==> src/design/ipc_pkg.sv <==
`timescale 1ns / 1ps
// ----------------------------------------------------------------------------
// ipc_pkg
// Types, codes and character tables shared by the converter modules.
// ----------------------------------------------------------------------------
package ipc_pkg;

    localparam int DEFAULT_STACK_DEPTH = 32;

    localparam int CODE_W = 3;
    localparam int PREC_W = 2;

    // Stack entry codes
    localparam logic [CODE_W-1:0] CODE_OPEN  = 3'd0;
    localparam logic [CODE_W-1:0] CODE_PLUS  = 3'd1;
    localparam logic [CODE_W-1:0] CODE_MINUS = 3'd2;
    localparam logic [CODE_W-1:0] CODE_MUL   = 3'd3;
    localparam logic [CODE_W-1:0] CODE_DIV   = 3'd4;
    localparam logic [CODE_W-1:0] CODE_POW   = 3'd5;

    // Characters
    localparam logic [7:0] CH_PLUS   = 8'h2B;
    localparam logic [7:0] CH_MINUS  = 8'h2D;
    localparam logic [7:0] CH_MUL    = 8'h2A;
    localparam logic [7:0] CH_DIV    = 8'h2F;
    localparam logic [7:0] CH_POW    = 8'h5E;
    localparam logic [7:0] CH_LPAREN = 8'h28;
    localparam logic [7:0] CH_RPAREN = 8'h29;
    localparam logic [7:0] CH_NUL    = 8'h00;

    // End-of-expression status
    localparam logic [1:0] ST_OK       = 2'd0;
    localparam logic [1:0] ST_OPEN     = 2'd1;
    localparam logic [1:0] ST_OVERFLOW = 2'd2;
    localparam logic [1:0] ST_CLOSE    = 2'd3;

    // Input commands
    localparam logic CMD_CHAR = 1'b0;
    localparam logic CMD_END  = 1'b1;

    // Character classes
    localparam logic [2:0] CLS_DROP  = 3'd0;
    localparam logic [2:0] CLS_ALNUM = 3'd1;
    localparam logic [2:0] CLS_OPEN  = 3'd2;
    localparam logic [2:0] CLS_CLOSE = 3'd3;
    localparam logic [2:0] CLS_OP    = 3'd4;

    // Output register load select
    localparam logic [1:0] EMIT_NONE = 2'd0;
    localparam logic [1:0] EMIT_CHAR = 2'd1;
    localparam logic [1:0] EMIT_TOP  = 2'd2;
    localparam logic [1:0] EMIT_END  = 2'd3;

    typedef struct packed {
        logic       command;
        logic [7:0] symbol_in;
    } in_item_t;

    typedef struct packed {
        logic [7:0] symbol_out;
        logic       end_marker;
        logic [1:0] status;
        logic       last_of_run;
    } out_item_t;

    typedef struct packed {
        logic       load_in;
        logic       push;
        logic       pop;
        logic       set_close_err;
        logic       set_open;
        logic       finish;
        logic [1:0] emit;
        logic       last;
    } ctrl_cmd_t;

    typedef struct packed {
        logic       is_end;
        logic       err_set;
        logic [2:0] cls;
        logic       count_zero;
        logic       count_one;
        logic       top_open;
        logic       top_ge;
        logic       next_lt;
        logic       next_open;
        logic       out_ok;
    } ctrl_status_t;

    function automatic logic [CODE_W-1:0] op_code(input logic [7:0] c);
        logic [CODE_W-1:0] code;
        case (c)
            CH_PLUS:  code = CODE_PLUS;
            CH_MINUS: code = CODE_MINUS;
            CH_MUL:   code = CODE_MUL;
            CH_DIV:   code = CODE_DIV;
            CH_POW:   code = CODE_POW;
            default:  code = CODE_OPEN;
        endcase
        return code;
    endfunction

    function automatic logic [PREC_W-1:0] code_prec(input logic [CODE_W-1:0] code);
        logic [PREC_W-1:0] p;
        case (code)
            CODE_PLUS, CODE_MINUS: p = 2'd1;
            CODE_MUL, CODE_DIV:    p = 2'd2;
            CODE_POW:              p = 2'd3;
            default:               p = 2'd0;
        endcase
        return p;
    endfunction

    function automatic logic [7:0] code_char(input logic [CODE_W-1:0] code);
        logic [7:0] c;
        case (code)
            CODE_OPEN:  c = CH_LPAREN;
            CODE_PLUS:  c = CH_PLUS;
            CODE_MINUS: c = CH_MINUS;
            CODE_MUL:   c = CH_MUL;
            CODE_DIV:   c = CH_DIV;
            CODE_POW:   c = CH_POW;
            default:    c = CH_NUL;
        endcase
        return c;
    endfunction

    function automatic logic [2:0] classify(input logic [7:0] c);
        logic [2:0] cls;
        if ((c >= 8'h61 && c <= 8'h7A) || (c >= 8'h41 && c <= 8'h5A) ||
            (c >= 8'h30 && c <= 8'h39)) begin
            cls = CLS_ALNUM;
        end else if (c == CH_LPAREN) begin
            cls = CLS_OPEN;
        end else if (c == CH_RPAREN) begin
            cls = CLS_CLOSE;
        end else if (op_code(c) != CODE_OPEN) begin
            cls = CLS_OP;
        end else begin
            cls = CLS_DROP;
        end
        return cls;
    endfunction

endpackage

==> src/design/ipc_ctrl.sv <==
`timescale 1ns / 1ps
// ----------------------------------------------------------------------------
// ipc_ctrl
// Sequencer: takes one item, dispatches on its class and runs the pop loops.
// ----------------------------------------------------------------------------
module ipc_ctrl (
    input  logic                  aclk,
    input  logic                  aresetn,
    input  logic                  s_valid,
    output logic                  s_ready,
    input  ipc_pkg::ctrl_status_t sts,
    output ipc_pkg::ctrl_cmd_t    cmd
);
    import ipc_pkg::*;

    localparam logic [2:0] S_IDLE  = 3'd0;
    localparam logic [2:0] S_EXEC  = 3'd1;
    localparam logic [2:0] S_CHAR  = 3'd2;
    localparam logic [2:0] S_OPER  = 3'd3;
    localparam logic [2:0] S_CLOSE = 3'd4;
    localparam logic [2:0] S_FLUSH = 3'd5;
    localparam logic [2:0] S_END   = 3'd6;

    logic [2:0] state_reg;
    logic [2:0] state_next;

    assign s_ready = (state_reg == S_IDLE);

    always_comb begin
        state_next = state_reg;
        cmd        = '0;
        cmd.emit   = EMIT_NONE;
        unique case (state_reg)
            S_IDLE: begin
                if (s_valid) begin
                    cmd.load_in = 1'b1;
                    state_next  = S_EXEC;
                end
            end
            S_EXEC: begin
                if (sts.is_end) begin
                    state_next = sts.err_set ? S_END : S_FLUSH;
                end else if (sts.err_set) begin
                    // drop everything until the end command
                    state_next = S_IDLE;
                end else begin
                    unique case (sts.cls)
                        CLS_ALNUM: state_next = S_CHAR;
                        CLS_OPEN: begin
                            cmd.push   = 1'b1;
                            state_next = S_IDLE;
                        end
                        CLS_CLOSE: state_next = S_CLOSE;
                        CLS_OP:    state_next = S_OPER;
                        default:   state_next = S_IDLE;
                    endcase
                end
            end
            S_CHAR: begin
                if (sts.out_ok) begin
                    cmd.emit   = EMIT_CHAR;
                    cmd.last   = 1'b1;
                    state_next = S_IDLE;
                end
            end
            S_OPER: begin
                if (sts.count_zero || !sts.top_ge) begin
                    cmd.push   = 1'b1;
                    state_next = S_IDLE;
                end else if (sts.out_ok) begin
                    cmd.pop  = 1'b1;
                    cmd.emit = EMIT_TOP;
                    cmd.last = sts.count_one || sts.next_lt;
                end
            end
            S_CLOSE: begin
                if (sts.count_zero) begin
                    cmd.set_close_err = 1'b1;
                    state_next        = S_IDLE;
                end else if (sts.top_open) begin
                    cmd.pop    = 1'b1;
                    state_next = S_IDLE;
                end else if (sts.out_ok) begin
                    cmd.pop  = 1'b1;
                    cmd.emit = EMIT_TOP;
                    cmd.last = sts.count_one || sts.next_open;
                end
            end
            S_FLUSH: begin
                if (sts.count_zero) begin
                    state_next = S_END;
                end else if (sts.top_open) begin
                    cmd.pop      = 1'b1;
                    cmd.set_open = 1'b1;
                end else if (sts.out_ok) begin
                    cmd.pop  = 1'b1;
                    cmd.emit = EMIT_TOP;
                end
            end
            S_END: begin
                if (sts.out_ok) begin
                    cmd.emit   = EMIT_END;
                    cmd.last   = 1'b1;
                    cmd.finish = 1'b1;
                    state_next = S_IDLE;
                end
            end
            default: state_next = S_IDLE;
        endcase
    end

    always_ff @(posedge aclk) begin
        if (!aresetn) begin
            state_reg <= S_IDLE;
        end else begin
            state_reg <= state_next;
        end
    end

endmodule

==> src/design/ipc_datapath.sv <==
`timescale 1ns / 1ps
// ----------------------------------------------------------------------------
// ipc_datapath
// Item register, operator stack with a separate top entry, error state and
// the result register.
// ----------------------------------------------------------------------------
module ipc_datapath #(
    parameter int STACK_DEPTH = ipc_pkg::DEFAULT_STACK_DEPTH
) (
    input  logic                  aclk,
    input  logic                  aresetn,
    input  ipc_pkg::in_item_t     s_data,
    output logic                  m_valid,
    input  logic                  m_ready,
    output ipc_pkg::out_item_t    m_data,
    input  ipc_pkg::ctrl_cmd_t    cmd,
    output ipc_pkg::ctrl_status_t sts
);
    import ipc_pkg::*;

    localparam int CNT_W = $clog2(STACK_DEPTH + 1);
    localparam int IDX_W = $clog2(STACK_DEPTH - 1);

    logic              cmd_reg;
    logic [7:0]        sym_reg;
    logic [CODE_W-1:0] top_reg;
    logic [CODE_W-1:0] top_next;
    logic [CODE_W-1:0] below_reg [STACK_DEPTH-1];
    logic [CNT_W-1:0]  count_reg;
    logic [CNT_W-1:0]  count_next;
    logic [1:0]        error_reg;
    logic [1:0]        error_next;
    logic              open_seen_reg;
    logic              open_seen_next;
    logic              m_valid_reg;
    logic              m_valid_next;
    out_item_t         m_data_reg;
    out_item_t         m_data_next;

    logic [CODE_W-1:0] cur_code;
    logic [PREC_W-1:0] cur_prec;
    logic [CODE_W-1:0] next_code;
    logic [CNT_W-1:0]  cnt_m1;
    logic [CNT_W-1:0]  cnt_m2;
    logic              full;
    logic              below_wr;

    assign cur_code = op_code(sym_reg);
    assign cur_prec = code_prec(cur_code);
    assign cnt_m1   = count_reg - CNT_W'(1);
    assign cnt_m2   = count_reg - CNT_W'(2);
    assign full     = (count_reg == CNT_W'(STACK_DEPTH));
    // entry under the top, only meaningful with two or more live entries
    assign next_code = (count_reg > CNT_W'(1)) ? below_reg[cnt_m2[IDX_W-1:0]] : CODE_OPEN;
    assign below_wr  = cmd.push && !full && (count_reg != '0);

    always_comb begin
        sts            = '0;
        sts.is_end     = (cmd_reg == CMD_END);
        sts.err_set    = (error_reg != ST_OK);
        sts.cls        = classify(sym_reg);
        sts.count_zero = (count_reg == '0);
        sts.count_one  = (count_reg == CNT_W'(1));
        sts.top_open   = (top_reg == CODE_OPEN);
        sts.top_ge     = (code_prec(top_reg) >= cur_prec);
        sts.next_lt    = (code_prec(next_code) < cur_prec);
        sts.next_open  = (next_code == CODE_OPEN);
        sts.out_ok     = !m_valid_reg || m_ready;
    end

    always_comb begin
        count_next     = count_reg;
        top_next       = top_reg;
        error_next     = error_reg;
        open_seen_next = open_seen_reg;
        if (cmd.push) begin
            if (full) begin
                if (error_reg == ST_OK) begin
                    error_next = ST_OVERFLOW;
                end
            end else begin
                top_next   = cur_code;
                count_next = count_reg + CNT_W'(1);
            end
        end
        if (cmd.pop) begin
            top_next   = next_code;
            count_next = cnt_m1;
        end
        if (cmd.set_close_err && error_reg == ST_OK) begin
            error_next = ST_CLOSE;
        end
        if (cmd.set_open) begin
            open_seen_next = 1'b1;
        end
        if (cmd.finish) begin
            count_next     = '0;
            error_next     = ST_OK;
            open_seen_next = 1'b0;
        end
    end

    always_comb begin
        m_valid_next = m_valid_reg && !m_ready;
        m_data_next  = m_data_reg;
        case (cmd.emit)
            EMIT_CHAR: begin
                m_valid_next = 1'b1;
                m_data_next  = '{symbol_out: sym_reg, end_marker: 1'b0,
                                 status: ST_OK, last_of_run: cmd.last};
            end
            EMIT_TOP: begin
                m_valid_next = 1'b1;
                m_data_next  = '{symbol_out: code_char(top_reg), end_marker: 1'b0,
                                 status: ST_OK, last_of_run: cmd.last};
            end
            EMIT_END: begin
                m_valid_next = 1'b1;
                m_data_next  = '{symbol_out: CH_NUL, end_marker: 1'b1,
                                 status: (error_reg != ST_OK) ? error_reg :
                                         (open_seen_reg ? ST_OPEN : ST_OK),
                                 last_of_run: cmd.last};
            end
            default: ;
        endcase
    end

    always_ff @(posedge aclk) begin
        if (!aresetn) begin
            count_reg     <= '0;
            error_reg     <= ST_OK;
            open_seen_reg <= 1'b0;
            m_valid_reg   <= 1'b0;
        end else begin
            count_reg     <= count_next;
            error_reg     <= error_next;
            open_seen_reg <= open_seen_next;
            m_valid_reg   <= m_valid_next;
        end
    end

    always_ff @(posedge aclk) begin
        if (cmd.load_in) begin
            cmd_reg <= s_data.command;
            sym_reg <= s_data.symbol_in;
        end
        top_reg    <= top_next;
        m_data_reg <= m_data_next;
        // spill the old top below the new one
        if (below_wr) begin
            below_reg[cnt_m1[IDX_W-1:0]] <= top_reg;
        end
    end

    assign m_valid = m_valid_reg;
    assign m_data  = m_data_reg;

endmodule

==> src/design/infix_to_postfix_converter.sv <==
`timescale 1ns / 1ps
// ----------------------------------------------------------------------------
// infix_to_postfix_converter
// Shunting-yard conversion of an ASCII infix stream to postfix.
// ----------------------------------------------------------------------------
// One item is in work at a time: S_IDLE accepts it and S_EXEC decodes it,
// which ends the work on a dropped character or a '('. A letter or digit
// then goes out through S_CHAR. An operator pops each stacked operator of
// equal or higher precedence, then is pushed; a ')' pops entries down to and
// including its '(', and an unmatched ')' pops every operator and flags an
// error. The end command pops every live stack entry and emits the end result,
// or emits it at once when an error is pending. The stack pops one entry a cycle
// unless a stalled m_ready holds a result in the output register.
module infix_to_postfix_converter #(
    parameter int STACK_DEPTH = ipc_pkg::DEFAULT_STACK_DEPTH
) (
    input  logic               aclk,
    input  logic               aresetn,
    input  logic               s_valid,
    output logic               s_ready,
    input  ipc_pkg::in_item_t  s_data,
    output logic               m_valid,
    input  logic               m_ready,
    output ipc_pkg::out_item_t m_data
);
    import ipc_pkg::*;

    ctrl_cmd_t    cmd;
    ctrl_status_t sts;

    ipc_ctrl u_ctrl (
        .aclk    (aclk),
        .aresetn (aresetn),
        .s_valid (s_valid),
        .s_ready (s_ready),
        .sts     (sts),
        .cmd     (cmd)
    );

    ipc_datapath #(
        .STACK_DEPTH (STACK_DEPTH)
    ) u_datapath (
        .aclk    (aclk),
        .aresetn (aresetn),
        .s_data  (s_data),
        .m_valid (m_valid),
        .m_ready (m_ready),
        .m_data  (m_data),
        .cmd     (cmd),
        .sts     (sts)
    );

endmodule

==> config.mk <==
export PLATFORM = sky130hd
export DESIGN_NAME = infix_to_postfix_converter
export DESIGN_NICKNAME = d
export VERILOG_FILES = /design/src/design/ipc_pkg.sv /design/src/design/ipc_ctrl.sv /design/src/design/ipc_datapath.sv /design/src/design/infix_to_postfix_converter.sv
export SDC_FILE = /design/constraint.sdc
export NUM_CORES = 1
export LEC_CHECK = 0
export ABC_AREA = 1
export BUFFER_PORTS_ARGS = -buffer_cell sky130_fd_sc_hd__buf_2
export CORE_ASPECT_RATIO = 1.75
export CORE_MARGIN = 1
export CORE_UTILIZATION = 30
export CTS_CLUSTER_DIAMETER = 200
export CTS_CLUSTER_SIZE = 30
export DETAILED_ROUTE_END_ITERATION = 8
export GPL_TIMING_DRIVEN = 0
export SKIP_CTS_REPAIR_TIMING = 1
export SKIP_LAST_GASP = 1
export SYNTH_ARGS = -nofsm -noshare
export SYNTH_HDL_FRONTEND = slang
export SYNTH_SLANG_ARGS = --single-unit
==> constraint.sdc <==
create_clock -name aclk -period 2.95 [get_ports aclk]
set_input_delay 0.1475 -clock aclk [delete_from_list [all_inputs] [get_ports aclk]]
set_output_delay 0.1475 -clock aclk [all_outputs]
set_load 0.01 [all_outputs]
After elaboration in Yosys (flattened, before gate mapping)
Memories as Yosys holds them, arrays and structs flattened.
Index checks and enable logic that the tools add are counted.
{"block": "op_classes", "add_sub_neg": 3, "n_lt_le_gt_ge": 9, "eq_ne": 43, "n_mux": 70, "bitwise": 1, "reduce_logical": 43}
{"op": "$mux 3", "count": 24}
{"op": "$eq 8x6->1 const B", "count": 6}
{"op": "$pmux 7 s6", "count": 1}
{"op": "$pmux 12 s3", "count": 1}
{"op": "$eq 3x2->1 const B", "count": 10}
{"op": "$eq 3x3->1 const B", "count": 10}
{"op": "$mux 1", "count": 20}
{"op": "$mux 2", "count": 10}
{"op": "$mux 6", "count": 3}
{"op": "$pmux 2 s3", "count": 3}
{"op": "$pmux 3 s6", "count": 1}
{"op": "$reduce_or 2->1", "count": 9}
{"op": "$ge 8x7->1 const B", "count": 2}
{"op": "$le 8x7->1 const B", "count": 2}
{"op": "$eq 3x1->1 const B", "count": 5}
{"op": "$pmux 3 s5", "count": 1}
{"op": "$pmux 2 s5", "count": 1}
{"op": "$reduce_bool 2->1", "count": 5}
{"op": "$logic_not 3->1", "count": 3}
{"op": "$pmux 3 s3", "count": 1}
{"op": "$eq 8x7->1 const B", "count": 1}
{"op": "$ge 8x6->1 const B", "count": 1}
{"op": "$le 8x6->1 const B", "count": 1}
{"op": "$logic_and 1x1->1", "count": 7}
{"op": "other kinds (27)", "count": 41}
{"block": "totals", "reg_bits": 37, "mem_bits_rw": 93, "input_bits": 13, "out_inout_bits": 14, "wordCells": 182, "memories": 1}
{"memory": "u_datapath.below_reg", "words": 31, "width": 3, "rd": 1, "rd_ports_with_merged_regs": 0, "write_ports": 1, "line_no": "ipc_datapath.sv:28", "text": "logic [CODE_W-1:0] below_reg [STACK_DEPTH-1];"}

Logic depth before layout (Yosys ltp)
{"block": "depth", "depth_word": 19, "mapped_depth": 20, "ltp_nobuf": 20}

By module
Synthesis repeated with hierarchy kept, for this count alone.
{"block": "hier_totals", "cells_unflattened": 713, "hier_area_um2": 6543.8}
{"mod": "ipc_datapath", "instances": 1, "cells_each": 631, "area_per_inst_um2": 6134.6, "seq_area_each_um2": 3713.6}
{"mod": "ipc_ctrl", "instances": 1, "cells_each": 82, "area_per_inst_um2": 409.1, "seq_area_each_um2": 60.1}

Worst setup path after synthesis
No wires, ideal clock.
{"block": "synth_timing", "path_type": "flip-flop to flip-flop", "startpoint": "register u_datapath.top_reg[1]", "endpoint": "memory u_datapath.below_reg[19][0], enable pin", "setup_time_ns": 0.345, "t_arrival_ns": 2.386, "required_ns": 2.605, "slack_ns": 0.219, "path_stages_with_launch": 15, "path_buffers": 0, "period_less_slack_ns": 2.731, "cell_sequence": "edfxtp_1 -> nand2_1 -> inv_1 -> nor2_1 -> o21ai_0 -> ha_1 -> o21ai_0 -> nand2_1 -> nand2_1 -> nand2_1 -> o41ai_4 -> nand2_1 -> inv_1 -> nand3_2 -> nor3_1"}
{"block": "synth_between", "elab_chain_cells": 12, "word_cells_on_any_way": 17, "cone_classes": "order compare (1); eq/ne (5); mux (5); reduce/logical (6)"}
{"item": "from (decl)", "line_no": "ipc_datapath.sv:26", "text": "logic [CODE_W-1:0] top_reg;"}
{"item": "from (signal assigned)", "line_no": "ipc_datapath.sv:147", "text": "top_reg <= top_next;"}
{"item": "$eq 3x2->1, or another cell as far along", "line_no": "ipc_pkg.sv:105", "text": "case (code)"}
{"item": "$reduce_or 2->1", "line_no": "ipc_pkg.sv:105"}
{"item": "$pmux 2 s3 (*)", "line_no": "ipc_pkg.sv:105"}
{"item": "$ge 2x2->1 (*)", "line_no": "ipc_datapath.sv:65", "text": "sts.top_ge = (code_prec(top_reg) >= cur_prec);"}
{"item": "$logic_not 1->1 (*)", "line_no": "ipc_ctrl.sv:67", "text": "if (sts.count_zero || !sts.top_ge) begin"}
{"item": "$logic_or 1x1->1 (*)", "line_no": "ipc_ctrl.sv:67"}
{"item": "$mux 1 (*)", "line_no": "ipc_ctrl.sv:67"}
{"item": "$pmux 1 s2 (*)", "line_no": "ipc_ctrl.sv:33", "text": "unique case (state_reg)"}
{"item": "$logic_and 1x1->1 (*) (2 in series)", "line_no": "ipc_datapath.sv:55", "text": "assign below_wr = cmd.push && !full && (count_reg != '0);"}
{"item": "$mux 1 (*)", "line_no": "ipc_datapath.sv:150", "text": "if (below_wr) begin"}
{"item": "$mux 1 (not written as such) (*)", "line_no": "ipc_datapath.sv:151", "text": "below_reg[cnt_m1[IDX_W-1:0]] <= top_reg;"}
{"item": "to (decl)", "line_no": "ipc_datapath.sv:28"}
Every way passes the cells marked *; elsewhere a longest branch is shown, timed or not.

Worst setup path after layout
{"block": "layout_timing", "startpoint": "register u_datapath.sym_reg[7]", "endpoint": "memory u_datapath.below_reg[27][1], enable pin"}
{"block": "layout_between", "elab_chain_cells": 19, "word_cells_on_any_way": 48, "cone_classes": "order compare (7); eq/ne (13); mux (16); reduce/logical (12)"}
{"item": "from (decl)", "line_no": "ipc_datapath.sv:25", "text": "logic [7:0] sym_reg;"}
{"item": "from (signal assigned)", "line_no": "ipc_datapath.sv:145", "text": "sym_reg <= s_data.symbol_in;"}
{"item": "$eq 8x7->1 / $eq 8x6->1 (equally long branches)", "line_no": "ipc_pkg.sv:92", "text": "case (c)"}
{"item": "$pmux 3 s5", "line_no": "ipc_pkg.sv:92"}
{"item": "$mux 3", "line_no": "ipc_pkg.sv:135", "text": "end else if (c == CH_RPAREN) begin"}
{"item": "$mux 3", "line_no": "ipc_pkg.sv:133", "text": "end else if (c == CH_LPAREN) begin"}
{"item": "$mux 3", "line_no": "ipc_pkg.sv:130", "text": "if ((c >= 8'h61 && c <= 8'h7A) || (c >= 8'h41 && c <= 8'h5A) ||"}
{"item": "$reduce_bool 3->1", "line_no": "ipc_pkg.sv:137", "text": "end else if (op_code(c) != CODE_OPEN) begin"}
{"item": "$mux 3", "line_no": "ipc_pkg.sv:137"}
{"item": "$mux 3", "line_no": "ipc_pkg.sv:135"}
{"item": "[... 2 more ...]"}
{"item": "$eq 3x2->1", "line_no": "ipc_ctrl.sv:47", "text": "unique case (sts.cls)"}
{"item": "$mux 1", "line_no": "ipc_ctrl.sv:47"}
{"item": "$mux 1", "line_no": "ipc_ctrl.sv:43", "text": "end else if (sts.err_set) begin"}
{"item": "$mux 1", "line_no": "ipc_ctrl.sv:41", "text": "if (sts.is_end) begin"}
{"item": "$pmux 1 s2 (*)", "line_no": "ipc_ctrl.sv:33"}
{"item": "$logic_and 1x1->1 (*) (2 in series)", "line_no": "ipc_datapath.sv:55"}
{"item": "$mux 1 (*)", "line_no": "ipc_datapath.sv:150"}
{"item": "$mux 1 (not written as such) (*)", "line_no": "ipc_datapath.sv:151"}
Every way passes the cells marked *; elsewhere a longest branch is shown, timed or not. The select of a mux whose other input is x is not followed.

==> flow_summary.yaml <==
setup_path:
  ff2ff_path_depth: 15
  crit_chain: "nor4_2, nand4_1, buf_4, o31ai_4, nor2_2, ha_1, o21ai_1, nand2_1, nand2_1, nand2_2, o41ai_4, nand2_2, clkinv_4, nand3_4, nor3_4"
  cpLargestDelayFamily: "simple AND/OR/NAND/NOR gates"
  worstReg2RegEnd: "u_datapath.below_reg[27][1]"
  slowest_delay_ps: 430
  crit_buf_inv: 2
  rr_startpoint: "u_datapath.sym_reg[7]"
  startpoint_type: "flip-flop"
  slowest_stage: "edfxtp_1"
  cp.arrival_ps: 3120
  r2r_slack_ps: -60
  critical_path_class: "flip-flop to flip-flop"
  endpoint_kind: "flip-flop"
  cp_max_fo: 4
  crit_required_ps: 3050
finish:
  area_growth_pct: 29.8
  diodes: 0
  layout.nets: 808
  largest_reg_flops: 93
  layout_common_cells: "nand2_1, edfxtp_1, inv_1, nand3_1, nor2_1"
  drive_above_1_share: 0.245
  final_common_cell: "nand2_1"
clock_network:
  htree_levels: 4
  cts_buffers: 17
  clockRootBuffer: "clkbuf_16"
  cts_tree: "built"
  worst_skew_pair.late_latency_ps: 430
  cts_buffer_depth: 2
  clkTransAtPathRegs_ps: 60
  cts_num_sinks: 130
power:
  power.density_nw_per_um2: 791
  p_leak_uw: 0.00340
  irDropWorstVdd_v: 0.000587
  power_uw: 6640
floorplanning:
  die_x_um: 113
  pin_count: 27
  die_area_um2: 22200
  fp.dieH_um: 196
  fp-row-count: 70
  initial_core_util: 0.308
  coreArea_um2: 21000
grt:
  gr-total-overflow: 0
  grt_pass1_wl_um: 25000
  grt_pass1_vias: 4659
  grt_max_degree: 39
  antenna_found_initial: 0
  grt_use_total: 0.154
route:
  viasPerCell: 4.80
  first_pass_iters: 5
  drc: 0
  wirelength_um: 17500
  wl_per_cell_um: 16.7
  dr.first_iter.drc_count: 235
  via_count: 5035
  ant_nets: 0
run_status:
  outcome: "finished, violations left"
  violations: "negative hold slack, negative setup slack"
place:
  place_hpwl_um: 11800
  port-buffer-count: 26
  pre_cts_ws_ps: -944
  place_congestion: 0.885
timing:
  setup_violations: 27
  max_slew.worst_pin.slew_ps: 708
  fmax_ghz: 0.332
  fin_crit_sh: 1.02
  final-hold-violation-count: 1
  setup_ws_ps: -64.6
  period_minus_slack_ps: 3010
  relSlewSlack: 0.526
  clock-skew-final_ps: 12.1
  rsz0062_at_grt: "yes"
  slew_violations: 0
  hold-worst-slack_ps: -5.72
synthesis:
  synth_cell_types: 39
  syn_nets: 720
  synth_top_cells_by_area: "edfxtp_1, nand2_1, nand3_1"
  yosys.area.top_type: "edfxtp_1"
  synth_top_area_frac: 0.543
  ys_seq_elements: 130
  seq_area_frac_synth: 0.583
  synthesis.area_um2: 6470
  synth_warnings: 0
  syn_inst: 695
  synth.avg_cell_area_um2: 9.31
job:
  cap_violations: 0
worst_hold_path:
  min_from: "aresetn"
  holdPathEnd: "u_ctrl.state_reg[2]"
  min_path_type: "input pin to flip-flop"
  hold_depth: 3
[area by class of cell]
class	instances	area, µm²
tap	252	315
timing repair buffer	68	524
inverter	107	420
fill	2040	12600
timing repair inverter	1	7.51
buffer	19	170
clock buffer	30	568
sequential	130	3780
clock inverter	2	10.0
multi-input combinational	439	2600
[cell families after synthesis]
logic type      Yosys count  synth area share
buf+inv                 126            0.0849
fa+ha+maj                12            0.0232
flops                   130             0.583
xor+xnor                  5           0.00677
compound gates           60            0.0588
simple gates            362             0.243
[per-layer routing]
metal,GRT usage,vias up,share of wire,wire [µm]
li1,-,2488,-,-
met1,0.141,2362,0.34,5920
met2,0.309,131,0.58,10200
met3,0.0259,54,0.028,499
met4,0.0877,0,0.049,860
met5,0,-,0,0
[tightest hold or removal path, delay by kind of cell]
| family | cells | cell delay, ps |
|---|---|---|
| buffers and inverters | 1 | 130 |
| AND/OR/NAND/NOR | 2 | 100 |
[worst max-delay path by stage]
stage,from,to,slack (ps),cells past startpoint
after floorplan,u_datapath.top_reg[1],u_datapath.below_reg[19][0],220,14
after global placement,u_datapath.top_reg[1],u_datapath.below_reg[12][1],-890,14
after detailed placement,u_datapath.top_reg[1],u_datapath.below_reg[28][2],-940,14
after CTS,u_datapath.top_reg[1],u_datapath.below_reg[28][2],-960,14
after global routing,u_datapath.sym_reg[7],u_datapath.below_reg[27][1],-270,15
final,u_datapath.sym_reg[7],u_datapath.below_reg[27][1],-60,15
[where the power goes]
group	total (µW)	switching [µW]	internal [µW]
Clock	2040	747	1290
Combinational	2290	1580	706
Sequential	2320	105	2210
[Yosys cell counts (all sizes together)]
| cell | number |
|---|---|
| a31oi | 6 |
| o21ai | 23 |
| clkbuf | 1 |
| o22ai | 2 |
| ha | 12 |
| nand4 | 3 |
| clkinv | 1 |
| nor2 | 73 |
| o31ai | 2 |
| dfxtp | 13 |
| nor4 | 5 |
| o41ai | 2 |
| o32ai | 1 |
| a21oi | 16 |
| nand3 | 80 |
| edfxtp | 117 |
| xnor2 | 1 |
| buf | 18 |
| xor2 | 4 |
| nand2 | 193 |
| inv | 106 |
| o2111ai | 1 |
| a41oi | 1 |
| a211oi | 1 |
| o211ai | 5 |
| nor3 | 8 |
[stage by stage]
step                      utilization  cell area, µm²  cells  setup TNS (ps)
after global routing            0.399            8400   1048          -16950
final                           0.399            8400   1048            -626
after detailed placement        0.329            6920    973          -93590
after floorplan                     -            6470    695               0
after CTS                       0.356            7490   1005          -95660
after global placement          0.329            6920    973          -86450
No activity file was read; power rests on OpenSTA's default activity.
